## src/design/stbpi_ram.sv

```systemverilog
// ----------------------------------------------------------------------------
// stbpi_ram
// Generic RAM: one write port, two read ports, registered read data.
// ----------------------------------------------------------------------------
module stbpi_ram #(
    parameter int WIDTH = 8,
    parameter int DEPTH = 64
) (
    input  logic                     i_clk,
    input  logic                     i_we,
    input  logic [$clog2(DEPTH)-1:0] i_waddr,
    input  logic [WIDTH-1:0]         i_wdata,
    input  logic [$clog2(DEPTH)-1:0] i_raddr_a,
    output logic [WIDTH-1:0]         o_rdata_a,
    input  logic [$clog2(DEPTH)-1:0] i_raddr_b,
    output logic [WIDTH-1:0]         o_rdata_b
);

    logic [WIDTH-1:0] r_mem [DEPTH];

    always_ff @(posedge i_clk) begin
        if (i_we) begin
            r_mem[i_waddr] <= i_wdata;
        end
        o_rdata_a <= r_mem[i_raddr_a];
        o_rdata_b <= r_mem[i_raddr_b];
    end

endmodule

```

## config.mk

```make
export PLATFORM = sky130hd
export DESIGN_NAME = stbpi_ram
export DESIGN_NICKNAME = d
export VERILOG_FILES = /design/src/design/stbpi_ram.sv
export SDC_FILE = /design/constraint.sdc
export NUM_CORES = 1
export LEC_CHECK = 0
export BUFFER_PORTS_ARGS = -buffer_cell sky130_fd_sc_hd__buf_4
export CAP_MARGIN = 20
export CORE_MARGIN = 2
export CORE_UTILIZATION = 50
export CTS_CLUSTER_DIAMETER = 80
export DETAILED_ROUTE_END_ITERATION = 10
export HOLD_SLACK_MARGIN = 0.02
export PLACE_DENSITY = 0.66
export SLEW_MARGIN = 40
export SYNTH_ARGS = -nofsm -noshare
export SYNTH_HDL_FRONTEND = slang
export SYNTH_SLANG_ARGS = --single-unit
export TNS_END_PERCENT = 5
```

## constraint.sdc

```tcl
create_clock -name i_clk -period 3.9 [get_ports i_clk]
set_clock_uncertainty 0.1 [all_clocks]
set_input_delay 0.78 -clock i_clk [delete_from_list [all_inputs] [get_ports i_clk]]
set_output_delay 0.78 -clock i_clk [all_outputs]
set_load 0.05 [all_outputs]
```

==> results of run 1 <==
path summary, 6_finish.rpt:
check | depth (start not counted) | end
worst min-delay path | 3 | o_rdata_b[7]
worst max register to register | 4 | o_rdata_a[2]
worst min register to register | 5 | o_rdata_b[5]
worst max-delay path | 6 | o_rdata_a[3]
worst register-to-register path, stage by stage, from the launching register on:
cell	delay [ns]
edfxtp_1	0.40
mux4_2	0.55
mux4_2	0.56
o21ai_1	0.33
o22ai_1	0.15
registers in the layout, summed over array words and instances (netlist names):
register	cells
r_mem	512
o_rdata_a	8
o_rdata_b	8
layer usage:
layer	vias to the layer above	wire length (µm)	GRT usage, %
li1	5440	-	-
met1	7288	26700	40.2
met2	794	31500	42.0
met3	97	6700	5.43
met4	0	1660	6.99
met5	-	0	0
cells by family (layout without fill, tap and decap cells):
group | Yosys count | after routing
AND/OR/NAND/NOR | 149 | 149
AO/OA/AOI/OAI | 100 | 100
multiplexers | 338 | 338
flip-flops | 528 | 528
buffers and inverters | 96 | 242
power groups by stage:
stage / clock [mW] / combinational (mW) / sequential [mW]
finish: 4.90 / 1.12 / 6.32
global route: 5.18 / 1.17 / 6.32
CTS: 4.97 / 1.12 / 6.32
detailed placement: 0 / 1.12 / 6.44
global placement: 0 / 1.11 / 6.44
floorplan: 0 / 0.611 / 6.49
synthesized netlist by cell type (all sizes together):
library cell  number
a2111oi            2
a211oi             2
a21oi             10
a221o              5
a221oi             7
a22oi             14
a311o              1
a32oi              1
and2               3
buf               59
clkbuf            34
dfxtp             16
edfxtp           512
inv                3
mux2               2
mux2i             66
mux4             270
nand2             28
nand2b             6
nand3             20
nand3b             2
nand4              3
nand4b             1
nor2              75
nor2b              8
nor3               2
o2111ai            1
o211ai             3
o21ai             24
o221ai             5
o22ai             20
o31a               5
or3                1
area by class of cell:
| type | instances | share of cell area, % |
|---|---|---|
| tap | 615 | 2.80 |
| clock inverter | 28 | 0.597 |
| multi-input combinational | 587 | 29.5 |
| timing repair buffer | 141 | 4.43 |
| inverter | 3 | 0.0410 |
| sequential | 528 | 57.2 |
| clock buffer | 70 | 5.40 |
stage by stage:
step / utilization (%) / hold slack [ns] / cell area [µm²]
3_3_place_gp: 53.9 / 0.697 / 25800
4_1_cts: 57.4 / 0.490 / 27400
2_1_floorplan: - / 0.665 / 24300
6_report: 57.4 / 0.526 / 27400
5_1_grt: 57.4 / 0.518 / 27400
3_5_place_dp: 53.9 / 0.718 / 25800
==> results.toml, run 1 <==
[run_status]
status = "completed"

[yosys]
synthTopCellsByArea = "edfxtp_1 63%, mux4_2 25%, mux2i_1 2.7%, dfxtp_1 1.3%, nor2_1 1.2%"
synth_area_um2 = 24300
synth_xor_area_share_pct = 0
ys_ff_latch = 528
synth_cells = 1211
yosys_warnings = 0
yosys.area.top_type_share_pct = 63.3
synthAdderAreaFrac_pct = 0
synth_compound_area_share_pct = 2.81
synth_top_family_by_area = "multiplexers"
synth.distinct_cells = 38
postSynthAreaPerCell_um2 = 20.0
yosys.area.top_type = "edfxtp_1"
synth_simple_gate_area_share_pct = 2.69
synthMuxAreaShare_pct = 27.9
synth_nets = 1239
yosysSeqAreaShare_pct = 64.7

[floorplan]
die_w_um = 224
rows = 80
die_h_um = 224
start_util_pct = 50.7
core_area_um2 = 47800
dieArea_um2 = 50300
pin_count = 44

[final_layout]
final_cell_mix = "512 x edfxtp_1, 270 x mux4_2, 126 x buf_4"
nets = 1343
fillers = 3559
final_common_cell = "edfxtp_1"
finalNonFillerCells = 1972
multi_input_area_um2 = 8110
diodes = 0
area_growth_pct = 13.1
drive_above_1_share_pct = 36.6
register_area_um2 = 15700

[critical_path]
cp.required_ns = 4.26
critical_path.max_stage_delay_ns = 0.53
crit_family = "multiplexers"
crit_type = "in -> reg"
cp_common_cell = "mux4_2"
crit_path_max_fanout = 34
r2r_slack_ns = 1.67
cp.arrival_ns = 3.03
end_kind = "register"
path_buf_inv = 2
path_cells = "clkbuf_8 -> buf_4 -> mux4_2 -> mux4_2 -> o21ai_1 -> o22ai_1"
timing.rr.start = "r_mem[55][2]"
startpoint = "i_raddr_a[0]"
slowest_stage = "mux4_2"
start_kind = "input pin"

[detailed_routing]
num_vias = 13600
antenna_left = 0
finalWirelength_mm = 66.5
vias_per_cell = 6.91
drc = 0
post_drt_wl_per_cell_um = 33.7
drt_pass1_iterations = 5
drt_iter0_drc = 1911

[clock_tree]
htreeDepth = 2
postCtsSetupRepairBufs = 0
cts_tree = "yes"
clock-sinks = 528
cts_inserted_buffers = 54
cts_resized = 0
clk_latency_ns = 0.62
holdBufCountCts = 0
clk_pin_slew_worst_paths_ns = 0.06
cts_buffer_depth = 3
root_buffer = "clkbuf_16"

[pwr]
p_int_mw = 9.46
seqPwrFrac_pct = 51.2
p_switching_mw = 2.88
ir_drop_uv = 390
comb_power_share_pct = 9.1
clkPwrFrac_pct = 39.7
switching_share_pct = 23.3
leakage_nw = 8.83
power_mw = 12.3
powerDensity_nw_per_um2 = 449

[sta]
tns_ns = 0
rsz0062_at_grt = "no"
setup_ws_ns = 1.24
finalMaxSlewViolations = 0
fin_crit_ns = 2.66
max-slew-margin-rel_pct = 47.0
max_slew.worst_pin.slew_ns = 0.795
hold_viol_final = 0
fin_crit_sh_pct = 68.3
fmax_mhz = 376
setup_viol = 0

[worst_hold_path]
worstHoldPathType = "in -> reg"
hold_start = "i_raddr_b[4]"

[grt]
grt_usage_pct = 27.2
grt_overflow = 0
grt_max_degree = 65
antenna_found_initial = 0
first_global_vias = 13500
grt_pass1_wl_mm = 96.7

[placement]
place_congestion = 0.858
io_buffers = 43
hpwl_mm = 42.9
place_inst = 1874
dp_slack_ns = 0.532

[flow_run]
maxCapViolCount = 0
Power figures use the tool's default switching activity.
==> run 2: changes to the inputs <==
==> constraint.sdc (replaced) <==
create_clock -name i_clk -period 2.5 [get_ports i_clk]
set_clock_uncertainty 0.1 [all_clocks]
set_input_delay 0.5 -clock i_clk [delete_from_list [all_inputs] [get_ports i_clk]]
set_output_delay 0.5 -clock i_clk [all_outputs]
set_load 0.05 [all_outputs]
==> run 2 against run 1 <==
Against the previous run:
- core utilization increased by 2.5 points
- clock power up 70%
- non-clock buffer count grew 111
- register-to-register slack lost 1.5 ns
- setup slack worse by 1.1 ns
- first-iteration DRC count is 11% lower
- die area unchanged
- global-route usage is 0.083 points higher
- cell count rose by 5.8%
- critical endpoint is now o_rdata_a[0]
==> results.toml, run 2 (synthesized netlist as in run 1, its figures left out) <==
[pwr]
seqPwrFrac_pct = 49.0
leakage_nw = 9.53
switching_share_pct = 22.5
p_switching_mw = 4.53
p_int_mw = 15.6
powerDensity_nw_per_um2 = 702
clkPwrFrac_pct = 41.5
ir_drop_uv = 699
comb_power_share_pct = 9.5

[grt]
first_global_vias = 14200
antenna_found_initial = 1
grt_overflow = 0
grt_usage_pct = 27.2
grt_pass1_wl_mm = 97.5
grt_max_degree = 65

[clock_tree]
postCtsSetupRepairBufs = 0
cts_buffer_depth = 3
cts_inserted_buffers = 56
cts_tree = "yes"
cts_resized = 0
clk_latency_ns = 0.61
htreeDepth = 2
clk_pin_slew_worst_paths_ns = 0.06
holdBufCountCts = 0
clock-sinks = 528
root_buffer = "clkbuf_16"

[floorplan]
dieArea_um2 = 50300
die_h_um = 224
rows = 80
start_util_pct = 50.7
pin_count = 44
die_w_um = 224
core_area_um2 = 47800

[detailed_routing]
drt_iter0_drc = 1702
vias_per_cell = 6.70
post_drt_wl_per_cell_um = 32.0
drt_pass1_iterations = 5
antenna_left = 0
num_vias = 14000
finalWirelength_mm = 66.7
drc = 0

[final_layout]
largest_reg_flops = 512
finalNonFillerCells = 2087
diodes = 0
final_cell_mix = "512 x edfxtp_1, 270 x mux4_2, 222 x buf_4"
drive_above_1_share_pct = 41.4
final_common_cell = "edfxtp_1"
largestRegisters = "r_mem: 512 flops, o_rdata_a: 8 flops, o_rdata_b: 8 flops"
top_register = "r_mem"
area_growth_pct = 18.0
nets = 1456

[critical_path]
timing.rr.start = "r_mem[32][0]"
cp-endpoint = "o_rdata_a[0]"
startpoint = "i_raddr_a[0]"
end_kind = "register"
slowest_stage = "mux4_2"
ff2ff_path_depth = 4
path_buf_inv = 2
crit_type = "in -> reg"
path_cells = "clkbuf_8 -> buf_4 -> mux4_2 -> mux4_2 -> o21ai_1 -> o22ai_1"
rr_endpoint = "o_rdata_a[0]"
start_kind = "input pin"
crit_path_max_fanout = 16
cp.arrival_ns = 2.71
cp.required_ns = 2.84
critical_path.max_stage_delay_ns = 0.55
r2r_slack_ns = 0.16
crit_family = "multiplexers"
cp_common_cell = "mux4_2"
crit_cells = 6

[placement]
place_inst = 1985
place_congestion = 0.884
io_buffers = 43
dp_slack_ns = -0.438
hpwl_mm = 45.1

[sta]
hold_viol_final = 0
setup_viol = 0
fin_crit_sh_pct = 94.9
fin_crit_ns = 2.37
max-slew-margin-rel_pct = 47.4
finalMaxSlewViolations = 0
fmax_mhz = 422
rsz0062_at_grt = "no"
max_slew.worst_pin.slew_ns = 0.789
setup_ws_ns = 0.128

[flow_run]
maxCapViolCount = 0

[worst_hold_path]
worstHoldPathType = "in -> reg"

[run_status]
status = "completed"
## run 2: cell types whose count changed in the layout (fill, tap and decap cells not counted), sizes merged
cell	change
inv	-1
bufinv	+6
buf	+111
clkbuf	-2
clkinvlp	+1
## run 2: per-layer routing
metal | track usage (%) | part of all wire (%) | up-vias
li1 | - | - | 5681
met4 | 6.28 | 2.3 | 0
met3 | 5.11 | 9.3 | 96
met1 | 40.0 | 41 | 7439
met2 | 43.1 | 48 | 762
met5 | 0 | 0 | -
## run 2: layout make-up
type	count	area, µm²
Clock buffer	68	1500
Clock inverter	34	345
Fill cell	3480	19200
Inverter	3	11.3
Multi-Input combinational cell	587	8100
Sequential cell	528	15700
Tap cell	615	769
Timing Repair Buffer	252	2240
## run 2: worst min-delay path by stage
stage / from / end / slack, ns / cells past startpoint
after detailed placement: r_mem[24][5] / o_rdata_b[5] / 0.71 / 5
after CTS: i_raddr_b[5] / o_rdata_b[6] / 0.19 / 3
final: i_raddr_a[5] / o_rdata_a[4] / 0.22 / 3
after global routing: i_raddr_a[5] / o_rdata_a[7] / 0.21 / 2
after global placement: r_mem[30][3] / o_rdata_b[3] / 0.69 / 5
after floorplan: i_wdata[0] / r_mem[0][0] / 0.50 / 0
## run 2: power groups by stage
stage | sequential, mW | combinational, mW | clock, mW
floorplan | 10.1 | 0.954 | 0
global placement | 10.0 | 1.90 | 0
detailed placement | 10.0 | 1.91 | 0
CTS | 9.86 | 1.92 | 8.46
global route | 9.86 | 2.00 | 8.79
finish | 9.86 | 1.92 | 8.35
## run 2: through the flow
stage               power (mW)  util, %  setup TNS [ns]  hold WS [ns]  cell area, µm²
floorplan                 11.1        -               0         0.499           24300
CTS                       20.2     59.9               0         0.186           28700
global placement          11.9     56.0           -2.58         0.694           26800
global route              20.7     59.9               0         0.211           28700
detailed placement        12.0     56.0           -2.69         0.708           26800
finish                    20.1     59.9               0         0.217           28700
## run 2: tightest hold or removal path, delay by kind of cell
kind / cells / cell delay (ns)
AOI/OAI and AO/OA: 1 / 0.09
buffers and inverters: 1 / 0.17
and+or+nand+nor: 1 / 0.09
